## config.mk

```make
export PLATFORM = sky130hd
export DESIGN_NAME = analog_button_qualifier_passcode
export DESIGN_NICKNAME = d
export VERILOG_FILES = /design/src/hdl/abqp_pkg.sv /design/src/hdl/analog_button_qualifier_passcode.sv /design/src/hdl/abqp_fifo.sv /design/src/hdl/abqp_core.sv
export SDC_FILE = /design/constraint.sdc
export NUM_CORES = 1
export LEC_CHECK = 0
export BUFFER_PORTS_ARGS = -buffer_cell sky130_fd_sc_hd__buf_2
export CAP_MARGIN = 40
export CORE_MARGIN = 2
export CORE_UTILIZATION = 35
export CTS_BUF_LIST = sky130_fd_sc_hd__clkbuf_4 sky130_fd_sc_hd__clkbuf_8 sky130_fd_sc_hd__clkbuf_16
export DETAILED_ROUTE_END_ITERATION = 10
export PLACE_DENSITY = 0.6
export RECOVER_POWER = 50
export SLEW_MARGIN = 30
export SYNTH_ARGS = -nofsm -noshare
export SYNTH_HDL_FRONTEND = slang
export SYNTH_HIERARCHICAL = 1
export SYNTH_SLANG_ARGS = --single-unit
```

## constraint.sdc

```tcl
create_clock -name clk -period 14.3 [get_ports clk]
set_clock_uncertainty 0.1 [all_clocks]
set_input_delay 2.86 -clock clk [delete_from_list [all_inputs] [get_ports clk]]
set_output_delay 2.86 -clock clk [all_outputs]
set_load 0.01 [all_outputs]
```

## src/hdl/abqp_pkg.sv

```systemverilog
// ----------------------------------------------------------------------------
// abqp_pkg
// Shared types and constants of the analog button qualifier with passcode.
// ----------------------------------------------------------------------------
package abqp_pkg;

	localparam int HISTORY_LEN = 6;
	localparam logic [2:0] HIST_FULL = 3'(HISTORY_LEN);

	localparam logic [1:0] ST_OFF   = 2'd0;
	localparam logic [1:0] ST_ON    = 2'd1;
	localparam logic [1:0] ST_PRESS = 2'd2;

	localparam logic [1:0] MODE_PLAIN    = 2'd0;
	localparam logic [1:0] MODE_PRESENCE = 2'd1;
	localparam logic [1:0] MODE_PASSCODE = 2'd2;

	localparam logic [2:0] REG_THRESHOLD = 3'd0;
	localparam logic [2:0] REG_ON        = 3'd1;
	localparam logic [2:0] REG_PRESS     = 3'd2;
	localparam logic [2:0] REG_OFF       = 3'd3;
	localparam logic [2:0] REG_ERROR     = 3'd4;
	localparam logic [2:0] REG_ALPHA     = 3'd5;
	localparam logic [2:0] REG_MODE      = 3'd6;
	localparam logic [2:0] REG_TIMEOUT   = 3'd7;

	// newest entry in the low bits: ON OFF ON PRESS OFF ON, oldest first
	localparam logic [2*HISTORY_LEN-1:0] PASSCODE =
		{ST_ON, ST_OFF, ST_ON, ST_PRESS, ST_OFF, ST_ON};

	// millivolts = v * 5000 / 1023, the divide as a reciprocal multiply
	localparam logic [12:0] MV_SCALE = 13'd5000;
	localparam logic [23:0] MV_RECIP = 24'd8396809;
	localparam int          MV_SHIFT = 33;

	localparam logic [12:0] RST_THRESHOLD = 13'd2500;
	localparam logic [15:0] RST_ON        = 16'd10;
	localparam logic [15:0] RST_PRESS     = 16'd100;
	localparam logic [15:0] RST_OFF       = 16'd10;
	localparam logic [15:0] RST_ERROR     = 16'd3000;
	localparam logic [8:0]  RST_ALPHA     = 9'd26;
	localparam logic [1:0]  RST_MODE      = MODE_PASSCODE;
	localparam logic [15:0] RST_TIMEOUT   = 16'd1500;

	typedef struct packed {
		logic [12:0] threshold_mv;
		logic [15:0] on_ticks;
		logic [15:0] press_ticks;
		logic [15:0] off_ticks;
		logic [15:0] error_ticks;
		logic [8:0]  alpha_q8;
		logic [1:0]  mode;
		logic [15:0] timeout_ticks;
	} cfg_t;

	typedef struct packed {
		logic [1:0]  button_state;
		logic [9:0]  smoothed_value;
		logic [12:0] level_mv;
		logic        stuck_flag;
		logic        locked_out;
		logic        unlock_pulse;
	} result_t;

endpackage

```

## src/hdl/analog_button_qualifier_passcode.sv

```systemverilog
// ----------------------------------------------------------------------------
// analog_button_qualifier_passcode
// Analog button qualifier with passcode unlock: queued ADC ticks in, queued
// status results out, register write port for thresholds and timing.
// ----------------------------------------------------------------------------
//  channel  handshake            payload
//  input    push / full          raw_sample
//  result   pop / empty          button_state, smoothed_value, level_mv,
//                                stuck_flag, locked_out, unlock_pulse
//  config   cfg_valid/cfg_ready  cfg_index, cfg_data
//
//  Each tick walks the core sequencer: an update state, S_MV1 and S_MV2 for
//  the millivolt multiply chain, then a state that pushes the result.
//  Input and result queues hold QUEUE_DEPTH transactions each; a full
//  result queue stalls the core, a full input queue raises full.
//  Reset is asynchronous; queue storage, passcode history and the pulse are not reset.
//  cfg_ready is always high.
module analog_button_qualifier_passcode #(
	parameter int QUEUE_DEPTH = 2
) (
	input  logic        clk,
	input  logic        arst_n,
	input  logic        push,
	output logic        full,
	input  logic [9:0]  raw_sample,
	output logic        empty,
	input  logic        pop,
	output logic [1:0]  button_state,
	output logic [9:0]  smoothed_value,
	output logic [12:0] level_mv,
	output logic        stuck_flag,
	output logic        locked_out,
	output logic        unlock_pulse,
	input  logic        cfg_valid,
	output logic        cfg_ready,
	input  logic [2:0]  cfg_index,
	input  logic [15:0] cfg_data
);
	abqp_pkg::cfg_t    cfg_q;
	abqp_pkg::result_t core_res, res;
	logic              in_empty, in_pop, out_full, out_push;
	logic [9:0]        in_data;

	assign cfg_ready = 1'b1;

	always_ff @(posedge clk or negedge arst_n) begin
		if (!arst_n) begin
			cfg_q.threshold_mv  <= abqp_pkg::RST_THRESHOLD;
			cfg_q.on_ticks      <= abqp_pkg::RST_ON;
			cfg_q.press_ticks   <= abqp_pkg::RST_PRESS;
			cfg_q.off_ticks     <= abqp_pkg::RST_OFF;
			cfg_q.error_ticks   <= abqp_pkg::RST_ERROR;
			cfg_q.alpha_q8      <= abqp_pkg::RST_ALPHA;
			cfg_q.mode          <= abqp_pkg::RST_MODE;
			cfg_q.timeout_ticks <= abqp_pkg::RST_TIMEOUT;
		end else if (cfg_valid) begin
			unique case (cfg_index)
				abqp_pkg::REG_THRESHOLD: cfg_q.threshold_mv  <= cfg_data[12:0];
				abqp_pkg::REG_ON:        cfg_q.on_ticks      <= cfg_data;
				abqp_pkg::REG_PRESS:     cfg_q.press_ticks   <= cfg_data;
				abqp_pkg::REG_OFF:       cfg_q.off_ticks     <= cfg_data;
				abqp_pkg::REG_ERROR:     cfg_q.error_ticks   <= cfg_data;
				abqp_pkg::REG_ALPHA:     cfg_q.alpha_q8      <= cfg_data[8:0];
				abqp_pkg::REG_MODE:      cfg_q.mode          <= cfg_data[1:0];
				abqp_pkg::REG_TIMEOUT:   cfg_q.timeout_ticks <= cfg_data;
				default: ;
			endcase
		end
	end

	abqp_fifo #(
		.WIDTH(10),
		.DEPTH(QUEUE_DEPTH)
	) u_in_fifo (
		.clk   (clk),
		.arst_n(arst_n),
		.push  (push),
		.din   (raw_sample),
		.full  (full),
		.pop   (in_pop),
		.dout  (in_data),
		.empty (in_empty)
	);

	abqp_core u_core (
		.clk     (clk),
		.arst_n  (arst_n),
		.cfg     (cfg_q),
		.in_empty(in_empty),
		.in_data (in_data),
		.in_pop  (in_pop),
		.out_full(out_full),
		.out_push(out_push),
		.out_data(core_res)
	);

	abqp_fifo #(
		.WIDTH($bits(abqp_pkg::result_t)),
		.DEPTH(QUEUE_DEPTH)
	) u_out_fifo (
		.clk   (clk),
		.arst_n(arst_n),
		.push  (out_push),
		.din   (core_res),
		.full  (out_full),
		.pop   (pop),
		.dout  (res),
		.empty (empty)
	);

	assign button_state   = res.button_state;
	assign smoothed_value = res.smoothed_value;
	assign level_mv       = res.level_mv;
	assign stuck_flag     = res.stuck_flag;
	assign locked_out     = res.locked_out;
	assign unlock_pulse   = res.unlock_pulse;

endmodule

```

## src/hdl/abqp_fifo.sv

```systemverilog
// ----------------------------------------------------------------------------
// abqp_fifo
// Small register queue with push/full and pop/empty sides.
// ----------------------------------------------------------------------------
module abqp_fifo #(
	parameter int WIDTH = 10,
	parameter int DEPTH = 2
) (
	input  logic             clk,
	input  logic             arst_n,
	input  logic             push,
	input  logic [WIDTH-1:0] din,
	output logic             full,
	input  logic             pop,
	output logic [WIDTH-1:0] dout,
	output logic             empty
);
	localparam int PW = (DEPTH > 1) ? $clog2(DEPTH) : 1;
	localparam int CW = $clog2(DEPTH + 1);

	logic [WIDTH-1:0] mem_q [DEPTH];
	logic [PW-1:0]    wr_ptr_q, rd_ptr_q;
	logic [CW-1:0]    cnt_q;
	logic             do_push, do_pop;

	assign full    = cnt_q == CW'(DEPTH);
	assign empty   = cnt_q == '0;
	assign do_push = push && !full;
	assign do_pop  = pop && !empty;
	assign dout    = mem_q[rd_ptr_q];

	always_ff @(posedge clk) begin
		if (do_push) begin
			mem_q[wr_ptr_q] <= din;
		end
	end

	always_ff @(posedge clk or negedge arst_n) begin
		if (!arst_n) begin
			wr_ptr_q <= '0;
			rd_ptr_q <= '0;
			cnt_q    <= '0;
		end else begin
			if (do_push) begin
				wr_ptr_q <= (wr_ptr_q == PW'(DEPTH - 1)) ? '0 : wr_ptr_q + 1'b1;
			end
			if (do_pop) begin
				rd_ptr_q <= (rd_ptr_q == PW'(DEPTH - 1)) ? '0 : rd_ptr_q + 1'b1;
			end
			if (do_push && !do_pop) begin
				cnt_q <= cnt_q + 1'b1;
			end else if (do_pop && !do_push) begin
				cnt_q <= cnt_q - 1'b1;
			end
		end
	end

endmodule

```

## src/hdl/abqp_core.sv

```systemverilog
// ----------------------------------------------------------------------------
// abqp_core
// Per-tick sequencer: hold counter, classification, passcode history,
// low-pass filter and millivolt conversion.
// ----------------------------------------------------------------------------
module abqp_core (
	input  logic                   clk,
	input  logic                   arst_n,
	input  abqp_pkg::cfg_t         cfg,
	input  logic                   in_empty,
	input  logic [9:0]             in_data,
	output logic                   in_pop,
	input  logic                   out_full,
	output logic                   out_push,
	output abqp_pkg::result_t      out_data
);
	typedef enum logic [3:0] {
		S_IDLE = 4'b0001,
		S_MV1  = 4'b0010,
		S_MV2  = 4'b0100,
		S_OUT  = 4'b1000
	} core_state_t;

	core_state_t state_q;

	logic [9:0]  filt_q;
	logic [15:0] hold_q, idle_q, lock_q;
	logic [1:0]  cur_q;
	logic        stuck_q;
	logic [2*abqp_pkg::HISTORY_LEN-1:0] hist_q;
	logic [2:0]  fill_q;
	logic [12:0] level_q;
	logic        pulse_q;
	logic [22:0] prod_s1;
	logic [46:0] recip_prod;

	logic        take, low, pm, was_locked, wrote;
	logic [15:0] hold_n, idle_n, lock_n;
	logic [1:0]  st, cur_n;
	logic        stuck_n, pulse_n;
	logic [2*abqp_pkg::HISTORY_LEN-1:0] hist_n;
	logic [2:0]  fill_n;
	logic [8:0]  alpha;
	logic [9:0]  diff, step, filt_n;
	logic [18:0] fprod;

	assign take     = (state_q == S_IDLE) && !in_empty;
	assign in_pop   = take;
	assign out_push = (state_q == S_OUT) && !out_full;
	assign low      = level_q <= cfg.threshold_mv;
	assign pm       = cfg.mode == abqp_pkg::MODE_PASSCODE;

	always_comb begin
		idle_n     = (idle_q != '0) ? idle_q - 16'd1 : idle_q;
		was_locked = lock_q != '0;
		lock_n     = was_locked ? lock_q - 16'd1 : lock_q;
		fill_n     = (was_locked && lock_n == '0) ? 3'd0 : fill_q;
		hist_n     = hist_q;
		if (low || cur_q != abqp_pkg::ST_OFF) begin
			hold_n = (hold_q == 16'hFFFF) ? hold_q : hold_q + 16'd1;
		end else begin
			hold_n = '0;
		end
		stuck_n = stuck_q;
		st      = cur_q;
		cur_n   = cur_q;
		pulse_n = 1'b0;
		wrote   = 1'b0;
		if (hold_n >= cfg.error_ticks) begin
			stuck_n = 1'b1;
		end else if (!(pm && was_locked)) begin
			if (pm && idle_n == '0 && fill_n != '0) begin
				fill_n = 3'd0;
			end
			if (cfg.mode != abqp_pkg::MODE_PRESENCE && hold_n >= cfg.press_ticks && low) begin
				st    = abqp_pkg::ST_PRESS;
				wrote = 1'b1;
			end else if (hold_n >= cfg.on_ticks && low) begin
				st    = abqp_pkg::ST_ON;
				wrote = 1'b1;
			end else if (hold_n >= cfg.off_ticks && !low) begin
				st    = abqp_pkg::ST_OFF;
				wrote = 1'b1;
			end
			if (pm) begin
				if (wrote && fill_n < abqp_pkg::HIST_FULL &&
				    (fill_n == '0 || hist_n[1:0] != st)) begin
					hist_n = {hist_n[2*abqp_pkg::HISTORY_LEN-3:0], st};
					fill_n = fill_n + 3'd1;
					idle_n = cfg.timeout_ticks;
				end
				if (fill_n >= abqp_pkg::HIST_FULL) begin
					if (hist_n == abqp_pkg::PASSCODE) begin
						pulse_n = 1'b1;
						fill_n  = 3'd0;
					end else begin
						lock_n = (cfg.timeout_ticks != '0) ? cfg.timeout_ticks : 16'd1;
						st     = abqp_pkg::ST_OFF;
					end
				end
			end
			cur_n = st;
		end
	end

	always_comb begin
		alpha = (cfg.alpha_q8[8] && cfg.alpha_q8[7:0] != '0) ? 9'd256 : cfg.alpha_q8;
		diff  = (in_data >= filt_q) ? in_data - filt_q : filt_q - in_data;
		fprod = 19'(alpha) * 19'(diff);
		step  = fprod[17:8];
		filt_n = (in_data >= filt_q) ? filt_q + step : filt_q - step;
	end

	assign recip_prod = 47'(prod_s1) * 47'(abqp_pkg::MV_RECIP);

	always_ff @(posedge clk) begin
		if (take) begin
			hist_q  <= hist_n;
			pulse_q <= pulse_n;
		end
		if (state_q == S_MV1) begin
			prod_s1 <= 23'(filt_q) * 23'(abqp_pkg::MV_SCALE);
		end
	end

	always_ff @(posedge clk or negedge arst_n) begin
		if (!arst_n) begin
			state_q <= S_IDLE;
			filt_q  <= '0;
			hold_q  <= '0;
			idle_q  <= '0;
			lock_q  <= '0;
			cur_q   <= abqp_pkg::ST_OFF;
			stuck_q <= 1'b0;
			fill_q  <= '0;
			level_q <= '0;
		end else begin
			unique case (state_q)
				S_IDLE: begin
					if (take) begin
						filt_q  <= filt_n;
						hold_q  <= hold_n;
						idle_q  <= idle_n;
						lock_q  <= lock_n;
						cur_q   <= cur_n;
						stuck_q <= stuck_n;
						fill_q  <= fill_n;
						state_q <= S_MV1;
					end
				end
				S_MV1: begin
					state_q <= S_MV2;
				end
				S_MV2: begin
					level_q <= recip_prod[abqp_pkg::MV_SHIFT+12:abqp_pkg::MV_SHIFT];
					state_q <= S_OUT;
				end
				S_OUT: begin
					if (!out_full) begin
						state_q <= S_IDLE;
					end
				end
				default: begin
					state_q <= S_IDLE;
				end
			endcase
		end
	end

	always_comb begin
		out_data.button_state   = cur_q;
		out_data.smoothed_value = filt_q;
		out_data.level_mv       = level_q;
		out_data.stuck_flag     = stuck_q;
		out_data.locked_out     = lock_q != '0;
		out_data.unlock_pulse   = pulse_q;
	end

endmodule

```

### Yosys cells after proc, flatten, opt, wreduce, memory -nomap -nowiden

Memories as Yosys holds them, arrays and structs flattened.
Index checks and enable logic that the tools add are counted.
W data, S select, Z words.

| word-level totals | value |
|---|---|
| register bits after elaboration | 226 |
| memory bits (writable) | 76 |
| logic and storage cells | 202 |
| memories | 2 |

Memory list:

| name | words | width | rd ports | clocked after Yosys merged registers in | write ports | line | RTL |
|---|---|---|---|---|---|---|---|
| u_out_fifo.mem_q | 2 | 28 | 1 | 0 | 1 | abqp_fifo.sv:21 | `logic [WIDTH-1:0] mem_q [DEPTH];` |
| u_in_fifo.mem_q | 2 | 10 | 1 | 0 | 1 | abqp_fifo.sv:21 |  |

| operators by class | value |
|---|---|
| $add $sub $neg | 16 |
| multipliers | 3 |
| magnitude comparators | 8 |
| equal/unequal tests | 20 |
| mux-type cells | 63 |
| bitwise logic cells | 4 |
| reduce and logical (&&, ||, !) cells | 60 |

Operators with widths:

| cell | number |
|---|---|
| $mux W16 | 14 |
| $ge A16 B16 Y1 | 4 |
| $mux W12 | 4 |
| $reduce_bool A16 Y1 | 3 |
| $mul A20 B24 Y43 const B | 1 |
| $mux W3 | 13 |
| $logic_not A16 Y1 | 2 |
| $sub A16 B1 Y16 const B | 2 |
| $sub A10 B10 Y10 | 3 |
| $mux W2 | 12 |
| $logic_and A1 B1 Y1 | 21 |
| $mul A10 B10 Y20 const B | 1 |
| $mux W10 | 2 |
| $reduce_and A2 Y1 | 10 |
| $mul A9 B10 Y18 | 1 |
| $add A16 B1 Y16 const B | 1 |
| $eq A16 B16 Y1 const B | 1 |
| $pmux W4 S4 | 1 |
| $mux W1 | 14 |
| $le A13 B13 Y1 | 1 |
| $eq A12 B11 Y1 const B | 1 |
| $eq A3 B3 Y1 const B | 4 |
| $add A10 B10 Y10 | 1 |
| $ge A10 B10 Y1 | 1 |
| other kinds (29) | 56 |

### Logic depth before layout (Yosys ltp)

Gate-level depths: netlist of run 1.

| logic depth | value |
|---|---|
| depth after elaboration | 23 |
| depth in mapped cells | 47 |
| gate-level depth less buffers | 46 |

### Cells and area by module

The synthesis of run 1 kept the hierarchy.

Modules (own cells, without submodules):

| module | times used | cells an instance | area each (sq um) | seq. area each (sq um) |
|---|---|---|---|---|
| abqp_core | 1 | 1867 | 16121.7 | 3019.1 |
| analog_button_qualifier_passcode | 1 | 231 | 4254.1 | 2640.0 |
| abqp_fifo (u_out_fifo) | 1 | 106 | 2264.7 | 1781.7 |
| abqp_fifo (u_in_fifo) | 1 | 50 | 919.6 | 700.7 |

### Worst setup path after synthesis of run 1

OpenSTA, ideal clock, no wires.

| path | value |
|---|---|
| path type | reg2reg |
| start point | register u_in_fifo.rd_ptr_q |
| end point | register u_core.filt_q[9] |
| setup time | 124 ps |
| data arrival time | 9957 ps |
| data required time | 14076 ps |
| slack | 4120 ps |
| cell stages (with the launch flop) | 46 |
| buffers on the path | 2 |
| period minus slack after synthesis | 10180 ps |
| path through | dfrtp_1 -> buf_4 -> mux2_1 -> inv_1 -> ha_1 -> clkbuf_1 -> and3_1 -> a31oi_1 -> a21o_1 -> nand2_1 -> mux2i_1 -> o211ai_1 -> a21oi_1 -> o21ai_0 -> a21oi_1 -> o21ai_0 -> a21oi_1 -> xnor2_1 -> (+10 left out) -> a311o_1 -> a21oi_1 -> a211oi_1 -> or2_0 -> a2111oi_0 -> a31oi_1 -> nor2_1 -> nor2_1 -> xor2_1 -> ha_1 -> or4_1 -> a31o_2 -> a21oi_1 -> xnor2_1 -> xnor3_1 -> xnor2_1 -> nor2_1 -> xnor2_1 |

| on the way | value |
|---|---|
| longest elaborated chain between the ends | 6 |
| elaborated cells on any way between the ends | 9 |
| classes of those cells | 4 x add/sub; 1 x mul; 1 x order compare; 2 x mux; 1 x memory |

RTL lines:

| what | line | RTL |
|---|---|---|
| start: declaration | abqp_fifo.sv:22 | `logic [PW-1:0] wr_ptr_q, rd_ptr_q;` |
| start signal: assignment | abqp_fifo.sv:48 | `rd_ptr_q <= (rd_ptr_q == PW'(DEPTH - 1)) ? '0 : rd_ptr_q + 1'b1;` |
| $mem_v2 Z2 W10 (*) | - |  |
| via in_data[0] | analog_button_qualifier_passcode.sv:42 | `logic [9:0] in_data;` |
| $sub A10 B10 Y10 / $ge A10 B10 Y1 (equally long branches) | abqp_core.sv:108, abqp_core.sv:111 |  |
| $mux W10 | abqp_core.sv:108 | `diff = (in_data >= filt_q) ? in_data - filt_q : filt_q - in_data;` |
| $mul A9 B10 Y18 | abqp_core.sv:109 | `fprod = 19'(alpha) * 19'(diff);` |
| $sub A10 B10 Y10 / $add A10 B10 Y10 (equally long branches) | abqp_core.sv:111 | `filt_n = (in_data >= filt_q) ? filt_q + step : filt_q - step;` |
| $mux W10 (*) | abqp_core.sv:111 |  |
| end signal: assignment | abqp_core.sv:141 | `filt_q <= filt_n;` |
| end: declaration | abqp_core.sv:26 | `logic [9:0] filt_q;` |

Mark *: on every way through the listed nets, which the timed path passes. The rest lies on a longest branch.
A chain may end at the register's enable or synchronous reset.

### Final worst setup path of run 1

Ends and elaborated chain as after synthesis.

==> results of run 1 <==
==> critical path: cells and delay by family (launching register included) <==
kind                       cells  cell delay (ns)
AOI/OAI and AO/OA             15             3.48
xor gates and xnor gates       6             1.27
adders and majority gates      7             2.98
buffers and inverters          4             0.21
DFF                            1             0.63
muxes                          2             0.84
and+or+nand+nor                9             2.02
==> registers in the layout (all words and copies together), names as in the netlist, 12 cells and up <==
| name | flops |
|---|---|
| u_in_fifo/mem_q | 20 |
| u_core/lock_q | 16 |
| u_core/prod_s1 | 20 |
| u_core/level_q | 13 |
| u_core/hold_q | 16 |
| u_core/idle_q | 16 |
| u_core/hist_q | 12 |
| u_out_fifo/mem_q | 56 |
| cfg_q | 104 |
==> cells by family after synthesis <==
kind of cell,after synthesis,share of synthesized area [%]
buf+inv,354,6.33
xor+xnor,91,3.44
other cells,1,0.0159
compound gates,359,10.0
flops,302,34.6
simple gates,568,12.3
fa+ha+maj,408,24.4
mux,171,8.91
==> stage by stage <==
step                utilization (%)  area, um^2  hold slack (ns)  worst slack (ns)  std cells
floorplan                         -       23600            0.329              4.12       2254
global placement               36.9       24700            0.344              3.02       3146
detailed placement             37.0       24800            0.345              2.76       3149
CTS                            38.9       26000            0.396              2.71       3214
global route                   38.7       25900            0.408              1.74       3217
finish                         38.8       25900            0.385              2.63       3220
==> how the worst max path moves through the flow <==
stage | to | slack, ns | cells after the start
finish | u_core/filt_q[9]$_DFFE_PN0P_ | 2.63 | 43
global route | u_core/filt_q[9]$_DFFE_PN0P_ | 1.74 | 43
CTS | u_core/filt_q[9]$_DFFE_PN0P_ | 2.71 | 43
detailed placement | u_core/filt_q[9]$_DFFE_PN0P_ | 2.76 | 43
global placement | u_core/filt_q[9]$_DFFE_PN0P_ | 3.02 | 43
floorplan | u_core/filt_q[9]$_DFFE_PN0P_ | 4.12 | 45
==> per-layer routing <==
layer  vias to the layer above  wire, um  global-route usage [%]  share of wire, %
met2                       315     25300                    25.6                46
met1                      8109     26300                    22.4                47
met5                         -        71                       0              0.13
met3                        84      2640                    2.68               4.8
li1                       7995         -                       -                 -
met4                        10      1160                    4.22               2.1
==> placed cells by master (no fill, tap or decap), types with 76 or more instances in the layout <==
cell type / n
fa_1: 85
nand2_1: 173
mux2_2: 96
ha_1: 323
nor2_1: 134
dfrtp_1: 162
a21oi_1: 84
edfxtp_1: 109
o21ai_0: 76
inv_1: 295
==> layout make-up <==
cell class / instances / area share (%)
multi-input cells: 1598 / 53.7
diodes: 3 / 0.0289
inverters: 298 / 4.31
well taps: 873 / 4.21
flip-flops and latches: 302 / 31.4
repair buffers: 81 / 1.66
clock inverters: 16 / 0.613
clock buffers: 49 / 4.12
==> metrics.md, run 1 <==
| Metric | Value |
|---|---|
| Vias/cell | 5.13 |
| Crit path time final | 11.67 ns |
| DIE HEIGHT | 263 um |
| RR Startpoint | u_in_fifo/rd_ptr_q$_DFFE_PN0P_ |
| Syn Inst Count | 2254 |
| Worst Reg-to-Reg Cells | 43 |
| Area share of the largest cell type after synthesis | 17.2% |
| Setup CP Type | reg -> reg |
| Commonest cells post-synth | 323 x ha_1, 294 x inv_1, 172 x nand2_1 |
| Most frequent cell after synthesis | ha_1 |
| Syn Nets | 2696 |
| Worst hold endpoint | u_out_fifo/mem_q[1][0]$_DFFE_PP_ |
| # rows | 95 |
| Unrepaired setup endpoints after global routing | false |
| HP Start | u_core/pulse_q$_SDFFCE_PP0P_ |
| Number of synthesized flops with an enable pin | 109 |
| Drt total wl | 55.5 mm |
| Critical R2R Capture | u_core/filt_q[9]$_DFFE_PN0P_ |
| Path type of the worst min-delay path | reg -> reg |
| CP Launch Point | u_in_fifo/rd_ptr_q$_DFFE_PN0P_ |
| Die area | 69400 um^2 |
| Primary FF master, synth | dfrtp_1 |
| Required @ worst endpoint | 14.61 ns |
| Initial Utilization | 35.2% |
| Die width | 263 um |
| Synth cell types | 101 |
| DR iter-0 viols | 985 |
| Cts hold-fix bufs | 0 |
| Async S/R FF share, synth | 63.9% |
| Core area | 66900 um^2 |
| GR Overflow Total | 0 |
| Crit Path Max Fanout | 11 |
| Startpoint types | flop |
| Worst-margin pin slew | 3.35 ns |
| Crit path DAT | 11.98 ns |
| Slew margin rel. | -123% |
| Synth Register Bits | 302 |
| Final-layout fill cell count | 6541 |
| Pre-antenna DRT Iters | 5 |
| Setup tns final | 0 ns |
| Final setup viols | 0 |
| Area of the multi-input gates | 13900 um^2 |
| Overall Global Routing Usage | 16.0% |
| FF/Latch Area | 8140 um^2 |
| Final GP Congestion | 0.886 |
| CTS sink count | 302 |
| Share of cells above drive strength 1 | 14.5% |
| Largest net degree at the start of global routing | 64 |
| Slew Viols, Final | 222 |
| Post-Syn Area | 23600 um^2 |
| Vias | 16513 |
| Antenna violation net count after detailed routing | 0 |
| Hold Path Depth | 0 |
| TritonCTS clock tree | yes |
| Num ports | 65 |
| Crit-path max cell delay | 0.63 ns |
| Area leader, netlist | dfrtp_1 |
| Clock Latency Late Sink | 0.56 ns |
| CP Capture Type | flop |
| Port bufs | 63 |
| Fin. Hold Viols | 0 |
| Initial antenna violation count | 5 |
| Total number of H-tree levels | 2 |
| Worst path slowest cell | dfrtp_1 |
| Avg Cell Area, Syn | 10.5 um^2 |
| Violations in the final reports | capacitance limit, slew limit |
| Fmax | 0.0857 GHz |
| Yosys warning count | 6 |
| Layout net count | 2759 |
| Clk slew on worst S/H paths | 0.06 ns |
| First-pass GRT wire length | 89.8 mm |
| Max-cap violations | 4 |
| CTS max path bufs | 3 |
| Most frequent cell on the critical path | a21oi_1 |
| Routed len/inst | 17.2 um |
| Resize count post-CTS | 0 |
| DPL Wire Length | 42.8 mm |
| Layout area overhead | 10.1% |
| Synth top area cells | dfrtp_1 17%, ha_1 17%, edfxtp_1 14%, fa_1 7.2%, inv_1 4.7% |
| R2r setup slk | 2.63 ns |
| Vias in the first global route | 16548 |
| Num CTS Buffers | 36 |
| Status | finished, violations left |
| Clk root buf | clkbuf_16 |
| Register area share after synthesis | 34.6% |
| # Post-CTS Setup Buffers | 0 |
| Final cycle utilization of the critical path | 81.6% |
| Drt drc | 0 |
Power of run 1 is left out: the tool's default activity adds up to more than one toggle a clock period on the data nets, which glitch-free logic cannot reach.
==> run 2, diff against run 1 <==
==> constraint.sdc (replaced) <==
create_clock -name clk -period 12.1 [get_ports clk]
set_clock_uncertainty 0.1 [all_clocks]
set_input_delay 2.42 -clock clk [delete_from_list [all_inputs] [get_ports clk]]
set_output_delay 2.42 -clock clk [all_outputs]
set_load 0.01 [all_outputs]
==> metrics.md, run 2 (synthesis results as in run 1) <==
| Metric | Value |
|---|---|
| Status | finished, violations left |
| Violations in the final reports | capacitance limit, slew limit |
| Final setup viols | 0 (unchanged) |
| Clock Latency Late Sink | 0.56 ns (about the same) |
| First-pass GRT wire length | 89.8 mm (about the same) |
| Total number of H-tree levels | 2 (unchanged) |
| Worst path slowest cell | or4_1 |
| Final-layout fill cell count | 6495 (-0.70%) |
| Initial antenna violation count | 7 (+2) |
| Vias in the first global route | 16683 (+0.82%) |
| Crit Path Max Fanout | 11 (unchanged) |
| Post-Route Utilization | 38.7% (about the same) |
| Setup slack at placement | 0.666 ns (-2.10 ns) |
| Worst-margin pin slew | 2.98 ns (-0.373 ns) |
| Levels on crit path | 45 (+4.7%) |
| Most common cell after layout, fill and taps aside | ha_1 |
| Core area | 66900 um^2 (unchanged) |
| Crit path max-delay family | compound AO/OA/AOI/OAI gates |
| CP Capture Type | flop |
| R2r setup slk | 0.90 ns (-1.73 ns) |
| Setup CP Type | reg -> reg |
| Cts hold-fix bufs | 0 (unchanged) |
| Overall Global Routing Usage | 16.1% (+0.075 points) |
| Biggest register | cfg_q |
| Clk root buf | clkbuf_16 |
| Crit path time final | 11.20 ns (-0.473 ns) |
| TritonCTS clock tree | yes |
| Unrepaired setup endpoints after global routing | false |
| Die area | 69400 um^2 (unchanged) |
| Max-cap violations | 5 (+1) |
| Layout area overhead | 10.0% (about the same) |
| Vias/cell | 5.13 (about the same) |
| DPL Wire Length | 42.7 mm (-0.16%) |
| Pre-antenna DRT Iters | 5 (unchanged) |
| Min Hold Slack | 0.355 ns (-0.0298 ns) |
| Crit-path max cell delay | 0.55 ns (-0.08 ns) |
| CTS max path bufs | 3 (unchanged) |
| Clk slew on worst S/H paths | 0.06 ns (about the same) |
| DR iter-0 viols | 816 (-17%) |
| Most frequent cells in the layout | 323 x ha_1, 295 x inv_1, 173 x nand2_1, 161 x dfrtp_1, 134 x nor2_1 |
| Startpoint types | flop |
| Slew margin rel. | -98.6% (+25 points) |
| Vias | 16520 (+0.042%) |
| Final cycle utilization of the critical path | 92.5% (+11 points) |
| Num CTS Buffers | 35 (-2.8%) |
| Routed len/inst | 17.2 um (-0.16%) |
| Crit path DAT | 11.52 ns (-0.46 ns) |
| Initial Utilization | 35.2% (unchanged) |
| Worst Reg-to-Reg Cells | 45 (+4.7%) |
| # Post-CTS Setup Buffers | 0 (unchanged) |
| Path type of the worst min-delay path | reg -> reg |
| Setup tns final | 0 ns (unchanged) |
| Final setup margin | 0.902 ns (-1.73 ns) |
| Layout net count | 2760 (+0.036%) |
| DIE HEIGHT | 263 um (unchanged) |
| Num ports | 65 (unchanged) |
| CTS sink count | 302 (unchanged) |
| End point of the critical path | u_core/filt_q[9]$_DFFE_PN0P_ |
| Antenna violation net count after detailed routing | 0 (unchanged) |
| Drt drc | 0 (unchanged) |
| Most frequent cell on the critical path | a21oi_1 |
| CP Launch Point | u_in_fifo/rd_ptr_q$_DFFE_PN0P_ |
| Drt total wl | 55.4 mm (-0.13%) |
| Final GP Congestion | 0.881 (-0.49%) |
| Die width | 263 um (unchanged) |
| Share of cells above drive strength 1 | 14.7% (+0.12 points) |
| Slew Viols, Final | 238 (+7.2%) |
| Fin. Hold Viols | 0 (unchanged) |
| Largest net degree at the start of global routing | 64 (unchanged) |
| GR Overflow Total | 0 (unchanged) |
| Worst path bufs/invs | 5 (+1) |
| RR Startpoint | u_in_fifo/rd_ptr_q$_DFFE_PN0P_ |
| Fmax | 0.0893 GHz (+4.2%) |
| Required @ worst endpoint | 12.42 ns (-2.19 ns) |
| Top Registers | cfg_q (104), u_out_fifo/mem_q (56) |
| # rows | 95 (unchanged) |
| Port bufs | 63 (unchanged) |
| Critical R2R Capture | u_core/filt_q[9]$_DFFE_PN0P_ |
| Largest register FFs | 104 (unchanged) |
-- run 2: metrics by stage --
step | cells | instance area, um^2
after floorplan | 2254 | 23600
final | 3221 | 25900
after detailed placement | 3152 | 24800
after CTS | 3216 | 26000
after global routing | 3219 | 25900
after global placement | 3150 | 24700
-- run 2: what timing repair did --
action                     CTS  global route
resized for setup            0             4
hold endpoints to repair     0             0
setup endpoints to repair    0             1
-- run 2: per-layer routing --
metal	vias up	global-route usage (%)	wire length (um)
met5	-	0	60
met4	12	3.89	1060
met3	80	2.99	2740
met2	330	26.3	25400
met1	8088	21.9	26200
li1	8010	-	-
-- run 2: worst min path at each step --
stage | start | end | cells past startpoint
final | u_core/pulse_q$_SDFFCE_PP0P_ | u_out_fifo/mem_q[1][0]$_DFFE_PP_ | 0
after global routing | u_core/pulse_q$_SDFFCE_PP0P_ | u_out_fifo/mem_q[1][0]$_DFFE_PP_ | 0
after CTS | u_core/pulse_q$_SDFFCE_PP0P_ | u_out_fifo/mem_q[1][0]$_DFFE_PP_ | 0
after detailed placement | u_core/pulse_q$_SDFFCE_PP0P_ | u_out_fifo/mem_q[1][0]$_DFFE_PP_ | 0
after global placement | u_core/pulse_q$_SDFFCE_PP0P_ | u_out_fifo/mem_q[1][0]$_DFFE_PP_ | 0
after floorplan | u_core/stuck_q$_DFFE_PN0P_ | u_core/stuck_q$_DFFE_PN0P_ | 1
-- run 2: cell type report --
class / count / area, um^2 / area share [%]
clock inverters: 20 / 208 / 0.801
diodes: 3 / 7.51 / 0.0290
clock buffers: 44 / 975 / 3.76
inverters: 298 / 1120 / 4.32
flip-flops and latches: 302 / 8140 / 31.4
multi-input cells: 1598 / 13900 / 53.7
well taps: 873 / 1090 / 4.21
repair buffers: 83 / 449 / 1.73
-- run 2: worst register-to-register path: cells and delay by family (launching register included) --
family / cells / cell delay, ns
compound gates: 16 / 3.46
fa+ha+maj: 8 / 3.17
simple gates: 8 / 1.70
xor+xnor: 6 / 1.12
mux: 2 / 0.75
flops: 1 / 0.51
buf+inv: 5 / 0.27
Power of run 2 is left out for the same reason.
